## src/design/pqh_ram.sv

```systemverilog
// Generic single-write, single-read RAM with registered read data.
// No dependencies.
`timescale 1ns / 1ps

module pqh_ram #(
  parameter int WIDTH = 8,
  parameter int DEPTH = 16
) (
  input  logic                     clk,
  input  logic                     we,
  input  logic [$clog2(DEPTH)-1:0] waddr,
  input  logic [WIDTH-1:0]         wdata,
  input  logic [$clog2(DEPTH)-1:0] raddr,
  output logic [WIDTH-1:0]         rdata
);

  logic [WIDTH-1:0] mem [DEPTH];

  always_ff @(posedge clk) begin
    if (we) mem[waddr] <= wdata;
    rdata <= mem[raddr];
  end

endmodule

```

## config.mk

```make
export PLATFORM = sky130hd
export DESIGN_NAME = pqh_ram
export DESIGN_NICKNAME = d
export VERILOG_FILES = /design/src/design/pqh_ram.sv
export SDC_FILE = /design/constraint.sdc
export NUM_CORES = 1
export LEC_CHECK = 0
export CORE_MARGIN = 10
export CORE_UTILIZATION = 46
export CTS_CLUSTER_DIAMETER = 30
export DETAILED_ROUTE_END_ITERATION = 8
export DONT_BUFFER_PORTS = 1
export PLACE_DENSITY_LB_ADDON = 0.1
export SYNTH_ARGS = -nofsm -noshare
export SYNTH_HDL_FRONTEND = slang
export SYNTH_SLANG_ARGS = --single-unit
```

## constraint.sdc

```tcl
create_clock -name clk -period 2.3 [get_ports clk]
set_input_delay 0.345 -clock clk [delete_from_list [all_inputs] [get_ports clk]]
set_output_delay 0.345 -clock clk [all_outputs]
set_load 0.02 [all_outputs]
```

* Word level (Yosys, flattened, before mapping) *
Memories as Yosys holds them, arrays and structs flattened. A register that Yosys moved wholly into a read port is not among the register bits.
Index checks and enable logic that the tools add are counted.

word-level totals
  memories = 1
  input port bits = 18
  bits in writable memories = 128
  register bits = 0

memory list
  memory  depth  bits a word  read ports  clocked after Yosys merged registers in  wr ports  line  text
  mem     16     8            1           1                                        1         17    logic [WIDTH-1:0] mem [DEPTH];

cells by class
  mux-type cells = 2

operators with widths
  kind              count
  1-bit 2-to-1 mux  2

* Logic depth before layout (Yosys ltp) *
Gate-level depths: netlist of the first run.

  depth after elaboration = 2
  depth in mapped cells = 5
  gate-level depth less buffers = 3

* Worst setup path after synthesis of the first run *
OpenSTA, ideal clock, no wires.

  kind = input to register
  start point = input port waddr[2]
  end point = memory mem[0][0] (enable)
  library setup time = 0.383 ns
  required time = 1.917 ns
  setup slack = 0.462 ns
  stages on the path = 2
  data arrival time = 1.455 ns
  buffers on the path = 0
  cell sequence = or3b_2 > nor3_1

RTL lines
  item             line  text
  start, declared  11    input logic [$clog2(DEPTH)-1:0] waddr,
  end, declared    17

No word-level cell before the write port.

==> impl_results.md, run 1 <==
* Post-route minimum period at 1.45 ns
* Top fanout value on the critical path at 1
* Std cell rows at 38
* Synth unique cells at 19
* Total inserted antenna cells at 0
* WL final at 10100 microns
* Final setup TNS at 0 ns
* Vias/cell at 5.70
* # fillers at 822
* Synth warn at 0
* Initial antenna violation count at 0
* Clk_lat worst skew at 0.50 ns
* Min-delay worst type: in2reg
* Max-slew violations at 0
* Clock share of power at 45.5%
* Crit-path slowest cell: mux4_1
* Compound-Gate Fraction of Synth Area at 2.33%
* Die W at 126 microns
* Crit path arrival time at 1.82 ns
* Area delta synth->final at 15.8%
* Starting Density at 47.3%
* DRT Pass-1 Iters at 5
* WP data required at 2.67 ns
* Post-Synthesis Cells at 229
* Worst-path clk slew at 0.06 ns
* Placer Congestion at 0.775
* R2R Setup Slk at 0.85 ns
* H-tree depth at 4
* Maximum vdd drop at 0.413 mV
* CP Buf/Inv Count at 0
* PortBufs at 0
* Crit share post-route at 63.0%
* DIE AREA at 15800 sq um
* Hold wc startpoint: waddr[0]
* CP top delay family: multiplexers
* Syn nets at 247
* Worst flop-to-flop path startpoint: mem[8][5]
* Seq/Total Area, Yosys at 77.8%
* Switching pwr at 1.15 mW
* Number of global-route vias before repair at 2492
* Sw Share at 20.8%
* Tot GR Track Use at 13.0%
* GRT Residual Overflow at 0
* CTS tree: done
* Adder-Cell Fraction of Synth Area at 0%
* Crit Path Category: reg2reg
* Pin slew with the least headroom to its limit at 0.764 ns
* DR WL/cell at 24.6 microns
* Fin util at 54.7%
* # setup viols final at 0
* Max-Cap Viols at 0
* Via count at 2336
* Root Buffer: clkbuf_8
* Antenna-violating nets left at 0
* WHS Endpoint: mem[8][5]
* Hold path depth at 1
* Max_slew headroom at 48.9%
* Fin. Hold Viols at 0
* CP peak stage delay at 0.55 ns
* Drt initial violations at 188
* Detail Placement HPWL at 6340 microns
* FF-to-FF path depth at 3
* DRC at 0
* CTS Hold Bufs at 8
* Share of post-route cells with drive strength above 1 at 23.0%
* Syn Area/Cell at 22.5 sq um
* Crit path capture type: flop
* First-pass GRT wire length at 15200 microns
* Post-CTS Setup Bufs at 0
* Post-synthesis cell area at 5150 sq um
* Setup crit start kind: flop
* Multiplexer area fraction after synthesis at 15.0%
* Status: finished clean
* Post-Synth XOR/XNOR Area at 0%
* Internal at 4.36 mW
* Resized cells post-CTS at 0
* Sequential share of power at 51.0%
* Die height at 126 microns
* Post-layout net count at 275
* Largest family of logic cells by synthesized area: multiplexers
* Crit path cell chain: mux4_1 -> a22oi_1 -> nand2_1
* Cell Pwr Density at 925 nW/um^2
* Reg-to-reg endpoint: rdata[5]
* Boundary Pins at 26
* Clock Tree Buf Depth at 2
* Num CTS Buffers at 17
* Clk sinks at 136
* Flops & latches, synth at 136
* Clk_skew at 0.00626 ns
* P_leak at 1.96 nW
* Core footprint at 10900 sq um
* Peak Freq at 690 MHz
* Post-Synth Simple-Gate Area at 3.18%
* Logic pwr share at 3.6%
* RSZ-0062 raised after global routing: no
* Largest net degree at the start of global routing at 33
[cell families (layout without fill, tap and decap cells)]
kind of cell           Yosys count  after routing
muxes                           32             32
buffers and inverters           10             51
DFF                            136            136
and+or+nand+nor                 35             35
AOI/OAI and AO/OA               16             16
[stage by stage]
stage	instances	hold slack, ns	worst slack (ns)	area [sq um]	total power, mW
after floorplan	229	0.444	0.462	5150	3.00
after global placement	370	0.446	0.731	5320	3.01
after detailed placement	370	0.445	0.695	5320	3.02
after CTS	410	0.0356	0.837	5960	5.56
after global routing	410	0.0238	0.807	5960	5.69
final	410	0.0561	0.852	5960	5.51
[routing by layer]
metal | global-route usage, % | part of all wire (%) | vias to the layer above
li1 | - | - | 1034
met1 | 17.5 | 46 | 1231
met2 | 19.2 | 47 | 61
met3 | 4.91 | 5.5 | 10
met4 | 4.22 | 1.2 | 0
met5 | 0 | 0 | -
[worst max-delay path by stage]
| stage | start | to | slack (ns) | depth (start not counted) |
|---|---|---|---|---|
| after floorplan | waddr[2] | mem[0][0] | 0.46 | 2 |
| after global placement | waddr[2] | mem[0][0] | 0.73 | 3 |
| after detailed placement | waddr[2] | mem[0][3] | 0.70 | 3 |
| after CTS | mem[10][1] | rdata[1] | 0.84 | 3 |
| after global routing | mem[9][1] | rdata[1] | 0.81 | 3 |
| final | mem[8][5] | rdata[5] | 0.85 | 3 |
[synth_stat cells]
library cell / n / area share (%)
and2_1: 1 / 0.12
edfxtp_1: 128 / 75
nor2b_1: 1 / 0.12
mux4_2: 18 / 7.9
nand3b_1: 2 / 0.29
dfxtp_1: 8 / 3.1
buf_4: 1 / 0.15
nand3_1: 1 / 0.097
buf_6: 3 / 0.66
nor3_1: 4 / 0.39
or3b_2: 1 / 0.17
nand2b_1: 2 / 0.24
and2b_1: 1 / 0.15
mux4_1: 14 / 7.1
buf_2: 3 / 0.29
a22oi_1: 16 / 2.3
clkdlybuf4s25_2: 3 / 0.58
nand2_1: 9 / 0.66
nor2_1: 13 / 0.95
[layout make-up]
class,instances,area (sq um),share of cell area (%)
Sequential cell,136,4000,67.2
Timing Repair Buffer,19,163,2.73
Clock buffer,19,442,7.41
Multi-Input combinational cell,83,1060,17.7
Clock inverter,13,120,2.02
Tap cell,140,175,2.94
[registers in the layout, summed over array words and instances, names as in the netlist]
| name | cells |
|---|---|
| mem | 128 |
| rdata | 8 |
[cells in the final DEF (no fill, tap or decap), types with 3 or more instances in the layout]
cell and instances:
buf_4 11, mux4_2 18, clkinvlp_4 3, mux4_1 14, nor2_1 13, a22oi_1 16
inv_6 4, clkbuf_16 16, nand2_1 9, dlygate4sd3_1 8, edfxtp_1 128, nor3_1 4
clkinv_2 3, clkbuf_8 3, dfxtp_1 8
[power groups by stage]
| stage | combinational (mW) | sequential (mW) | clock [mW] |
|---|---|---|---|
| 2_1_floorplan | 0.141 | 2.85 | 0 |
| 3_3_place_gp | 0.151 | 2.86 | 0 |
| 3_5_place_dp | 0.152 | 2.86 | 0 |
| 4_1_cts | 0.200 | 2.81 | 2.55 |
| 5_1_grt | 0.213 | 2.81 | 2.67 |
| 6_report | 0.197 | 2.81 | 2.51 |
Power figures use the tool's default switching activity.
==> run 2, diff against run 1 <==
--- a/config.mk
+++ b/config.mk
@@ -5,6 +5,7 @@
 export SDC_FILE = /design/constraint.sdc
 export NUM_CORES = 1
 export LEC_CHECK = 0
+export ABC_AREA = 1
 export CORE_MARGIN = 10
 export CORE_UTILIZATION = 46
 export CTS_CLUSTER_DIAMETER = 30
==> constraint.sdc (replaced) <==
create_clock -name clk -period 1.4 [get_ports clk]
set_input_delay 0.21 -clock clk [delete_from_list [all_inputs] [get_ports clk]]
set_output_delay 0.21 -clock clk [all_outputs]
set_load 0.02 [all_outputs]
==> run 2 against run 1 <==
Against the previous run: via count grew 59%; non-clock buffer count up 11; synthesized area is 12% higher; synthesized cell count is 140% higher; power is 66% higher; sequential share of layout area is 6.9 points lower; first-iteration DRC count is 130% higher; critical endpoint is now mem[11][2].
==> impl_results.md, run 2 <==
* Status: finished clean
* Busiest grt layer: met2
* CTS tree: done
* Die W at 132 microns (+4.9%)
* Total inserted antenna cells at 0 (unchanged)
* Post-synthesis cell area at 5770 sq um (+12%)
* Worst Setup SP: wdata[2]
* Most common cell after layout, fill and taps aside: nand2_1
* Total Power at 9.15 mW (+66%)
* H-tree depth at 4 (unchanged)
* Core footprint at 12200 sq um (+12%)
* Root Buffer: clkbuf_16
* RSZ-0062 raised after global routing: no
* Setup WS post-layout at 0.197 ns (-0.654 ns)
* Cell Pwr Density at 1380 nW/um^2 (+49%)
* Worst setup path end: mem[11][2]
* Crit share post-route at 85.9%
* Fraction of registers with async set/reset at 0% (unchanged)
* Max-slew violations at 0 (unchanged)
* Min-delay worst type: in2reg
* CP peak stage delay at 1.08 ns (+0.53 ns)
* Worst-path clk slew at 0.05 ns (about the same)
* Syn Area/Cell at 10.5 sq um (-53%)
* Crit-path slowest cell: dlygate4sd3_1
* Peak Freq at 831 MHz
* Synth area leader: edfxtp_1
* # setup viols final at 0 (unchanged)
* Crit path cell chain: dlygate4sd3_1
* Setup crit start kind: input pin
* Largest register FFs at 128 (unchanged)
* Crit Path Category: in2reg
* Worst flop-to-flop path startpoint: mem[1][3]
* DIE AREA at 17400 sq um (+10%)
* Critical Path Stages at 1 (-2)
* Boundary Pins at 26 (unchanged)
* Tot GR Track Use at 16.0% (+3.0 points)
* Commonest cells in the netlist: nand2_1 (173), edfxtp_1 (128), inv_1 (100)
* Top fanout value on the critical path at 16 (+15)
* Clock Tree Buf Depth at 2 (unchanged)
* Dpl ws at 0.257 ns (-0.438 ns)
* WP data required at 1.50 ns (-1.17 ns)
* Area delta synth->final at 15.2%
* Maximum vdd drop at 0.928 mV (+120%)
* Crit path capture type: flop
* Post-synth top area share at 66.7% (-8.0 points)
* Syn nets at 569 (+130%)
* Post-layout net count at 594 (+120%)
* Top reg by flops: mem
* Die height at 132 microns (+4.9%)
* Clk_lat worst skew at 0.42 ns (-0.08 ns)
* Met2 Use GR at 24.5% (+5.3 points)
* Top flop regs: mem (128), rdata (8)
* Post-route minimum period at 1.20 ns
* Seq/Total Area, Yosys at 69.4% (-8.4 points)
* Synth unique cells at 12 (-7)
* Post-Synthesis Cells at 551 (+140%)
* Cell total after placement at 716 (+94%)
* Top_reg_cell synth: edfxtp_1
* Most frequent cells in the layout: nand2_1 (173), edfxtp_1 (128), inv_1 (100)
* Flops & latches, synth at 136 (unchanged)
* Largest net degree at the start of global routing at 66 (+100%)
* DR WL/cell at 17.8 microns (-28%)
* Final instance area at 6640 sq um (+11%)
* Final setup TNS at 0 ns (unchanged)
* P_leak at 2.84 nW (+45%)
* FF-to-FF path depth at 6 (+3)
* Max_slew headroom at 43.9% (-5.0 points)
* Fin. Hold Viols at 0 (unchanged)
* Post-synth EDFFs at 128 (unchanged)
* WL final at 13500 microns (+34%)
* Share of post-route cells with drive strength above 1 at 7.64% (-15 points)
* PortBufs at 0 (unchanged)
* GR Util met3 at 5.53% (+0.62 points)
* Placed cell area at 6020 sq um (+13%)
* Vias/cell at 4.92 (-14%)
* Placer Congestion at 0.806 (+4.0%)
* Via count at 3724 (+59%)
* Final std cells w/o fill at 757 (+85%)
* CP top delay family: buffers and inverters
* Number of global-route vias before repair at 3673 (+47%)
* CP Buf/Inv Count at 1 (+1)
* Crit path arrival time at 1.30 ns (-0.52 ns)
* Met1 Track Usage GR at 20.7% (+3.2 points)
* Drt initial violations at 437 (+130%)
* Hold Slack at 0.0154 ns (-0.0407 ns)
* Std cell rows at 40 (+5.3%)
* DRT Pass-1 Iters at 5 (unchanged)
* Synth warn at 0 (unchanged)
* Starting Density at 47.4% (+0.14 points)
* Max-Cap Viols at 0 (unchanged)
* R2R Setup Slk at 0.37 ns (-0.48 ns)
* Clk sinks at 136 (unchanged)
* Reg-to-reg endpoint: rdata[3]
* Antenna-violating nets left at 0 (unchanged)
* Pin slew with the least headroom to its limit at 0.839 ns (+0.0744 ns)
* Num CTS Buffers at 17 (unchanged)
* Most frequent cell after synthesis: nand2_1
* DRC at 0 (unchanged)
* Fin util at 54.6% (-0.14 points)
* First-pass GRT wire length at 21100 microns (+39%)
* Top post-synthesis cells by area: edfxtp_1 (67%), nand2_1 (11%), nand3_1 (8.4%), inv_1 (6.5%), dfxtp_1 (2.8%)
* Clk_skew at 0.00618 ns (-0.0000761 ns)
* GRT Residual Overflow at 0 (unchanged)
* Detail Placement HPWL at 8230 microns (+30%)
* Initial antenna violation count at 0 (unchanged)
==> run 2: cell count changes after synthesis, sizes merged, moves of 2 or more <==
cell           delta
a22oi            -16
buf              +17
clkdlybuf4s25     -3
inv             +102
mux4             -32
nand2           +164
nand2b            -2
nand3            +96
nor2              +4
nor3              -4
==> run 2: kinds of logic after synthesis <==
logic type    Yosys count  share of synthesized area [%]
buf+inv               126                           9.52
flops                 136                           69.4
simple gates          289                           21.0
==> run 2: layout make-up <==
type / count / area, sq um
inverter: 102 / 383
sequential: 136 / 4000
clock buffer: 28 / 487
multi-input combinational: 289 / 1210
clock inverter: 4 / 46.3
tap: 168 / 210
timing repair buffer: 30 / 298
fill: 1066 / 5520
==> run 2: power by group <==
group / switching, mW / internal, mW
Sequential: 0.0688 / 4.56
Combinational: 0.313 / 0.157
Clock: 1.53 / 2.53
Total: 1.91 / 7.24
==> run 2: worst min-delay path by stage <==
stage,startpoint,slack (ns),endpoint,cells after the start
after CTS,raddr[2],0.003,rdata[6],3
after detailed placement,wdata[0],0.31,mem[6][0],0
after global placement,wdata[0],0.31,mem[7][0],0
final,raddr[2],0.02,rdata[6],3
after global routing,raddr[3],0.006,rdata[4],2
after floorplan,wdata[0],0.31,mem[0][0],0
==> run 2: what timing repair did <==
item | 4_1_cts | 5_1_grt
hold buffers | 9 | 0
endpoints found under the hold margin | 135 | 0
setup buffers | 0 | 0
gates resized for setup | 0 | 0
==> run 2: per-layer routing <==
metal	vias to the layer above	share of wire (%)
met4	0	1.3
li1	1823	-
met1	1796	46
met3	15	5.7
met5	-	0
met2	90	47
==> run 2: tightest hold or removal path: stages <==
cell and delay, ns:
nand3_1 0.06, nand3_1 0.07, nand2_1 0.05
