### src/design/pqh_pkg.sv
// Shared constants, handshake structs and modular helpers for the palindrome
// hash block. No dependencies.
`timescale 1ns / 1ps

package pqh_pkg;

  // String geometry
  localparam int MAX_LENGTH = 4096;
  localparam int IDX_W      = $clog2(MAX_LENGTH + 1);  // one-based slot index
  localparam int PADDR_W    = $clog2(MAX_LENGTH);      // zero-based index
  localparam int LEN_W      = 13;                      // config and position fields
  localparam int CODE_W     = 5;

  // Hash arithmetic
  localparam int HASH_W    = 30;
  localparam int MUL_CNT_W = $clog2(HASH_W + 1);
  localparam int BASE_BITS = 10;
  localparam logic [HASH_W-1:0] HASH_PRIME = 30'd1000000007;
  localparam logic [HASH_W-1:0] HASH_BASE  = 30'd997;

  // Command codes
  localparam logic CMD_SET   = 1'b0;
  localparam logic CMD_QUERY = 1'b1;

  // Multiplier request and response
  typedef struct packed {
    logic                 start;
    logic [HASH_W-1:0]    a;
    logic [HASH_W-1:0]    b;
    logic [MUL_CNT_W-1:0] nbits;
  } mm_req_t;

  typedef struct packed {
    logic              busy;
    logic [HASH_W-1:0] result;
  } mm_rsp_t;

  // (a + b) mod p, both operands already reduced
  function automatic logic [HASH_W-1:0] mod_add(input logic [HASH_W-1:0] a,
                                                input logic [HASH_W-1:0] b);
    logic [HASH_W:0] s;
    s = {1'b0, a} + {1'b0, b};
    if (s >= {1'b0, HASH_PRIME}) s = s - {1'b0, HASH_PRIME};
    return s[HASH_W-1:0];
  endfunction

  // (a - b) mod p, both operands already reduced
  function automatic logic [HASH_W-1:0] mod_sub(input logic [HASH_W-1:0] a,
                                                input logic [HASH_W-1:0] b);
    logic [HASH_W:0] s;
    if (a >= b) s = {1'b0, a} - {1'b0, b};
    else        s = {1'b0, a} + {1'b0, HASH_PRIME} - {1'b0, b};
    return s[HASH_W-1:0];
  endfunction

endpackage

### src/design/pqh_modmul.sv
// Bit-serial modular multiplier: one multiplier bit per cycle, MSB first.
// Depends on pqh_pkg.
`timescale 1ns / 1ps

module pqh_modmul (
  input  logic            clk,
  input  logic            rst,
  input  pqh_pkg::mm_req_t req,
  output pqh_pkg::mm_rsp_t rsp
);

  logic [pqh_pkg::HASH_W-1:0]    acc;
  logic [pqh_pkg::HASH_W-1:0]    areg;
  logic [pqh_pkg::HASH_W-1:0]    breg;
  logic [pqh_pkg::MUL_CNT_W-1:0] cnt;
  logic [pqh_pkg::MUL_CNT_W-1:0] bit_idx;
  logic [pqh_pkg::HASH_W-1:0]    dbl;
  logic [pqh_pkg::HASH_W-1:0]    acc_next;

  // acc = 2*acc (+ a) mod p
  always_comb begin
    bit_idx  = cnt - 1'b1;
    dbl      = pqh_pkg::mod_add(acc, acc);
    acc_next = breg[bit_idx] ? pqh_pkg::mod_add(dbl, areg) : dbl;
  end

  always_ff @(posedge clk) begin
    if (rst) begin
      cnt <= '0;
    end else if (req.start) begin
      acc  <= '0;
      areg <= req.a;
      breg <= req.b;
      cnt  <= req.nbits;
    end else if (cnt != '0) begin
      acc <= acc_next;
      cnt <= bit_idx;
    end
  end

  assign rsp.busy   = (cnt != '0);
  assign rsp.result = acc;

endmodule

### config.mk
export PLATFORM = sky130hd
export DESIGN_NAME = pqh_modmul
export DESIGN_NICKNAME = d
export VERILOG_FILES = /design/src/design/pqh_pkg.sv /design/src/design/pqh_modmul.sv
export SDC_FILE = /design/constraint.sdc
export NUM_CORES = 1
export LEC_CHECK = 0
export ABC_AREA = 1
export BUFFER_PORTS_ARGS = -buffer_cell sky130_fd_sc_hd__buf_4
export CAP_MARGIN = 20
export CORE_ASPECT_RATIO = 2
export CORE_MARGIN = 2
export CORE_UTILIZATION = 55
export DETAILED_ROUTE_END_ITERATION = 7
export GPL_TIMING_DRIVEN = 0
export PLACE_DENSITY = 0.76
export SLEW_MARGIN = 0
export SYNTH_ARGS = -nofsm -noshare
export SYNTH_HDL_FRONTEND = slang
export SYNTH_SLANG_ARGS = --single-unit
### constraint.sdc
create_clock -name clk -period 9.85 [get_ports clk]
set_input_delay 1.4775 -clock clk [delete_from_list [all_inputs] [get_ports clk]]
set_output_delay 1.4775 -clock clk [all_outputs]
set_load 0.05 [all_outputs]
# --- Yosys cells after proc, flatten, opt, wreduce, memory -nomap -nowiden ---
# Cells that the tools add are included.
word_totals:
  regBits: 95
  inputBits: 68
classes:
  add_sub_neg: 5
  magnitude_cmp: 3
  muxes: 8
  bitwise: 1
  reduce_logical: 4
op_table:
  columns: ["operator", "count"]
  rows:
  - ["$mux W30", 4]
  - ["$add A30 B30 Y31", 2]
  - ["$ge A31 B30 Y1 const B", 2]
  - ["$sub A30 B30 Y30 const B", 2]
  - ["$mux W5", 2]
  - ["$lt A5 B6 Y1 const B", 1]
  - ["$bmux W1 S5", 1]
  - ["$reduce_bool A5 Y1", 1]
  - ["$sub A5 B1 Y5 const B", 1]
  - ["$reduce_and A2 Y1", 2]
  - ["$reduce_bool A2 Y1", 1]
  - ["$mux W1", 1]
  - ["$not A1 Y1", 1]

# --- Longest topological paths before layout ---
# Gate-level depths: netlist of the first run.
depth:
  word_depth: 8
  mapped_depth: 37

# --- Least setup slack after synthesis of the first run ---
# Ideal clock, no wire load.
synth_timing:
  path_kind: "register to register"
  start: "register acc[2] in the netlist's numbering"
  end: "register acc[7] in the netlist's numbering (data pin)"
  t_arrival_ns: 4.514
  required_ns: 9.601
  path_slack_ns: 5.086
  path_stages_with_launch: 36
  path_cell_list: "edfxtp_1 inv_1 ha_1 nand4_1 nand2_1 nand2_1 nand2_1 a21oi_1 nand4_1 o2111ai_2 buf_2 nand2_1 xor2_1 inv_1 ha_1 nand2_1 clkinv_1 nand2_1 inv_1 nand2_1 nand3_2 nand2_1 nand2_1 nand2_1 nand2_2 nor2_2 nand2_1 nor2_2 nand2_8 nand2_8 buf_6 nand2_1 nand2_1 nand3_1 nand2_1 inv_1"
synth_between:
  elab_chain_cells: 8
synth_rtl:
  columns: ["element", "line", "source"]
  rows:
  - ["start: declaration", "pqh_modmul.sv:12", "logic [pqh_pkg::HASH_W-1:0] acc;"]
  - ["start signal: assignment", "pqh_modmul.sv:36", "acc <= acc_next;"]
  - ["$add A30 B30 Y31 *", "pqh_pkg.sv:42", "s = {1'b0, a} + {1'b0, b};"]
  - ["$sub A30 B30 Y30 / $ge A31 B30 Y1 (equally long branches)", "pqh_pkg.sv:43", "if (s >= {1'b0, HASH_PRIME}) s = s - {1'b0, HASH_PRIME};"]
  - ["$mux W30 *", "pqh_pkg.sv:43", null]
  - ["$add A30 B30 Y31", "pqh_pkg.sv:42", null]
  - ["$sub A30 B30 Y30 / $ge A31 B30 Y1 (equally long branches)", "pqh_pkg.sv:43", null]
  - ["$mux W30", "pqh_pkg.sv:43", null]
  - ["$mux W30 *", "pqh_modmul.sv:24", "acc_next = breg[bit_idx] ? pqh_pkg::mod_add(dbl, areg) : dbl;"]
  - ["$mux W30 *", "pqh_modmul.sv:35", "end else if (cnt != '0) begin"]
# Mark *: on every way between the ends. The rest lies on a longest branch, timed or not. The select of a mux whose other input is x is not followed.
# A chain may end at the register's enable or synchronous reset.

# --- Final worst setup path of the first run ---
layout_timing:
  start: "register acc[2] in the netlist's numbering"
  end: "register acc[6] in the netlist's numbering (data pin)"
# Same word-level chain as after synthesis.

==> results of run 1 <==
## worst paths after layout
check             endpoint  slack (ns)  startpoint
hold / removal      cnt[1]        0.52      cnt[1]
hold reg to reg     cnt[1]        0.52      cnt[1]
setup reg to reg    acc[6]        3.89      acc[2]
setup / recovery    acc[6]        3.89      acc[2]
## through the flow
| step | cell area [µm²] | hold slack, ns |
|---|---|---|
| after floorplan | 8800 | 0.465 |
| after global placement | 9790 | 0.500 |
| after global routing | 10100 | 0.547 |
| after CTS | 10100 | 0.523 |
| after detailed placement | 9810 | 0.511 |
| final | 10100 | 0.517 |
## routing by layer
| layer | track usage, % | up-vias | part of all wire, % | routed length [µm] |
|---|---|---|---|---|
| met5 | 0 | - | 0 | 0 |
| met4 | 33.2 | 0 | 11 | 3280 |
| met3 | 3.20 | 103 | 3.0 | 866 |
| met2 | 65.6 | 294 | 53 | 15400 |
| met1 | 31.2 | 4063 | 32 | 9350 |
| li1 | - | 4537 | - | - |
## kinds of logic (layout without fill, tap and decap cells)
family                     Yosys count  count (layout)  share of synthesized area (%)
xor gates and xnor gates            32              32                           3.18
buffers and inverters              262             378                           11.7
and+or+nand+nor                    798             798                           39.8
adders and majority gates           35              35                           5.06
DFF                                 95              95                           31.8
AOI/OAI and AO/OA                  128             128                           8.32
## cells in the final DEF (no fill, tap or decap), types with 4 or more instances in the layout
cell and count:
nand2_1 478, inv_1 234, nand3_1 114, nor2_1 105, buf_4 99, edfxtp_1 90
a21oi_1 66, ha_1 34, nand4_1 27, o21ai_0 26, xor2_1 23, nor2_2 16
nand2_2 15, nand3_2 11, nor3_1 9, xnor2_1 9, o21ai_1 9, clkbuf_16 9
clkbuf_1 8, nor2_4 7, buf_2 6, inv_2 6, buf_6 5, dfxtp_1 5
a22oi_1 4
## synthesized netlist by cell type (2+ instances only)
master / n / area share [%]
nor3_2: 2 / 0.23
o21ai_2: 2 / 0.20
buf_2: 6 / 0.34
nand2_1: 478 / 20
a21oi_2: 3 / 0.30
inv_2: 6 / 0.26
nor2_4: 6 / 0.77
a22oi_1: 4 / 0.34
nand3b_1: 3 / 0.26
ha_1: 34 / 4.8
xnor2_1: 9 / 0.90
edfxtp_1: 90 / 31
nor2_2: 16 / 1.1
nand4_1: 27 / 1.9
o21ai_1: 9 / 0.51
a221oi_1: 2 / 0.20
xor2_1: 23 / 2.3
nand2_2: 15 / 1.1
dfxtp_1: 5 / 1.1
clkbuf_1: 7 / 0.30
o21ai_0: 26 / 1.5
nand3_1: 114 / 6.5
a21oi_1: 66 / 3.8
nor3_1: 9 / 0.51
nor4_1: 3 / 0.21
a31oi_1: 3 / 0.21
inv_1: 234 / 10
buf_6: 5 / 0.64
nand2_8: 2 / 0.46
o2111ai_1: 3 / 0.30
nor2_1: 106 / 4.5
nand3_2: 11 / 1.3
clkinv_1: 2 / 0.085
## worst max-delay path, delay by kind of cell, from the launching register on
kind	cells	cell delay, ns
buf+inv	7	0.85
fa+ha+maj	2	0.60
xor+xnor	1	0.58
compound gates	4	0.86
simple gates	19	2.45
flops	1	0.39
## final cells by class
cell class / count / area, µm²
Buffer: 19 / 120
Clock buffer: 10 / 229
Sequential cell: 95 / 2800
Timing Repair Buffer: 100 / 783
Clock inverter: 6 / 53.8
Multi-Input combinational cell: 993 / 4970
Inverter: 243 / 913
Tap cell: 201 / 251
Fill cell: 1485 / 5570
## state kept, by name, summed over array words and instances (netlist names)
name,cells
acc,30
areg,30
breg,30
cnt,5
==> flow_summary.ini, run 1 <==
[run_status]
status = finished, final reports clean

[detailed_routing]
first_pass_iters = 5
ant_nets = 0
vias_per_cell = 5.40
dr.first_iter.drc_count = 647
drc_errors = 0
routedWlPerCell_um = 17.3
vias = 8997
wl_mm = 28.9

[cts]
post_cts_resize_count = 0
clockRootBuffer = clkbuf_16
ctsHoldBuffers = 0
cts_buffer_depth = 2
htree_num_levels = 3
cts_sinks = 95
numCtsBuffers = 9
cts_setup_buffers = 0
cts_tree = built
cts.clk_slew.worst_paths_ns = 0.07
clk_latency_ns = 0.36

[logic_synthesis]
synth_seq_area_share_pct = 31.8
synth_flop_cell = edfxtp_1
postSynth.asyncResetShare_pct = 0
synth.distinct_cells = 52
ys_warn_count = 0
synthesis.area_um2 = 8800
syn_inst = 1350
ys_ff_latch = 95
syn_nets = 1453
synth_area_per_cell_um2 = 6.52
synth_edf_count = 90

[setup_path]
critPathCaptureType = flip-flop
crit_top_cell = nand2_1
arrival_ns = 6.07
max_stage_delay_ns = 0.58
cp_slowest_cell = xor2_1
start_kind = flip-flop
crit_fanout = 10
rr_worst_depth = 33
cp.required_ns = 9.96
path_class = flip-flop to flip-flop

[timing]
min_period_ns = 5.96
relSlewSlack_pct = 45.0
maxSlewViolCount = 0
post-route-period-util_pct = 60.6
tightest_slew_ns = 0.823
fin_setup_tns_ns = 0
worst_slack_ns = 3.89
setup_viol = 0
hold_violations = 0
max_freq_mhz = 168
finClkSkew_ns = 0.00954
rsz0062_at_grt = no

[finish]
nets = 1564
final_util_pct = 64.5
syn_to_final_growth_pct = 15.1
layout-drive-gt1-share_pct = 13.4
antennaDiodeCount = 0
fin_cells = 1667

[global_routing]
track_usage_pct = 35.0
grt_max_degree = 39
grt.overflow.total = 0
grt_pass1_vias = 8814
antenna_found_initial = 0
grt_pass1_wl_mm = 44.5

[placement]
dp_slack_ns = 4.06
numPortBuffers = 98
placed_cells = 1650
place_hpwl_mm = 24.0
gp_congestion = 0.955

[die]
num_io_pins = 99
die_area_um2 = 17100
chipWidth_um = 93.4
start_util_pct = 56.1
die_y_um = 183
fp-row-count = 65
design.core.area_um2 = 15700

[worst_hold_path]
holdPathStages = 2
hold_class = flip-flop to flip-flop

[run]
maxCapViolCount = 0
Power of run 1 is not shown: default switching activity piles up to over one toggle a cycle in this logic, so the estimate is an artifact.
==> run 2, diff against run 1 <==
PLACE_DENSITY = 0.79   (was 0.76)
clock period = 5.3 ns   (was 9.85 ns; I/O delays follow)
==> run 2 against run 1 <==
Effect of this change: wire length is 4.1% higher; clock skew is 0.0050 ns higher; maximum frequency is 17% higher; worst hold slack better by 0.0014 ns; die area stayed put; non-clock buffer count is 19 higher; final cell count is 1.2% higher; design area is 9.0% higher; largest cell class unchanged; flip-flop and latch count stayed put.
==> flow_summary.ini, run 2 (synthesis results as in run 1) <==
[global_routing]
grt.overflow.total = 0
grt_max_degree = 38
grt_pass1_wl_mm = 43.8
track_usage_pct = 34.4
antenna_found_initial = 0
grt_pass1_vias = 9132

[timing]
hold_ws_ns = 0.518
min_period_ns = 5.11
setup_viol = 0
tightest_slew_ns = 0.841
post-route-period-util_pct = 96.5
max_freq_mhz = 196
rsz0062_at_grt = yes
finClkSkew_ns = 0.0146
relSlewSlack_pct = 43.8
maxSlewViolCount = 0
fin_setup_tns_ns = 0
hold_violations = 0

[die]
fp-row-count = 65
start_util_pct = 56.1
num_io_pins = 99
die_y_um = 183
die_area_um2 = 17100
design.core.area_um2 = 15700
chipWidth_um = 93.4

[cts]
htree_num_levels = 3
cts.clk_slew.worst_paths_ns = 0.07
clk_latency_ns = 0.37
numCtsBuffers = 9
cts_buffer_depth = 2
cts_sinks = 95
clockRootBuffer = clkbuf_16
ctsHoldBuffers = 0
cts_tree = built

[setup_path]
crit_fanout = 10
critPathCaptureType = flip-flop
start_kind = flip-flop
max_stage_delay_ns = 0.37
cp.required_ns = 5.42
path_class = flip-flop to flip-flop
cp_slowest_cell = edfxtp_1
arrival_ns = 5.23

[finish]
syn_to_final_growth_pct = 25.5
reg.largest.list = acc x30, areg x30, breg x30
mostFrequentLayoutCells = nand2_1, inv_1, buf_4
layout-drive-gt1-share_pct = 22.1
fin_cells = 1687
antennaDiodeCount = 0
layout_commonest_cell = nand2_1
nets = 1584

[run]
maxCapViolCount = 0

[detailed_routing]
routedWlPerCell_um = 17.8
vias_per_cell = 5.61
dr.first_iter.drc_count = 679
wl_mm = 30.1
first_pass_iters = 8
drc_errors = 0
vias = 9456
ant_nets = 0

[placement]
place_hpwl_mm = 23.3
gp_congestion = 1.03
placed_cells = 1651
numPortBuffers = 98

[run_status]
status = finished, final reports clean

[worst_hold_path]
hold_class = flip-flop to flip-flop
-- run 2: cell count changes in the layout (fill, tap and decap cells not counted), sizes merged --
cell      previous run  this run
clkbuf              17        20
buf                112       131
inv                243       241
bufinv               0         1
nor2               129       130
clkinvlp             3         0
clkinv               3         4
-- run 2: worst paths after layout --
kind / from / cells past startpoint / to / slack, ns
setup / recovery: acc[2] / 34 / acc[7] / 0.19
hold reg to reg: cnt[1] / 2 / cnt[1] / 0.52
hold / removal: cnt[1] / 2 / cnt[1] / 0.52
setup reg to reg: acc[2] / 34 / acc[7] / 0.19
-- run 2: area by class of cell --
class	count	area [µm²]
clock inverter	3	42.5
inverter	243	913
buffer	19	140
sequential	95	2800
multi-input combinational	994	5700
fill	1328	4660
tap	201	251
clock buffer	13	250
timing repair buffer	119	938
-- run 2: worst max-delay path, delay by kind of cell (launching register included) --
family | cells | cell delay (ns)
buf+inv | 6 | 0.60
simple gates | 23 | 2.60
xor+xnor | 1 | 0.37
compound gates | 2 | 0.35
flops | 1 | 0.37
fa+ha+maj | 2 | 0.55
-- run 2: metrics by stage --
step                      util (%)  worst slack [ns]  area, µm²
after global placement        62.4            -0.407       9790
after CTS                     65.4           0.00694      10300
after detailed placement      62.7            -0.376       9840
final                         70.3             0.188      11000
after floorplan                  -             0.536       8800
after global routing          70.3            -0.197      11000
-- run 2: repair_timing --
item,4_1_cts,5_1_grt
cloned,0,1
setup endpoints to repair,30,30
resized for setup,19,146
buffers inserted,2,17
endpoints found under the hold margin,0,0
pin swaps,2,25
-- run 2: routing by layer --
layer  up-vias  track usage, %  wire length, µm  part of all wire, %
met2       426            63.7            16100                   53
met4         0            36.4             3500                   12
met5         -               0                0                    0
met3       152            2.71             1170                  3.9
met1      4315            29.9             9370                   31
li1       4563               -                -                    -
Power of run 2 is left out for the same reason.
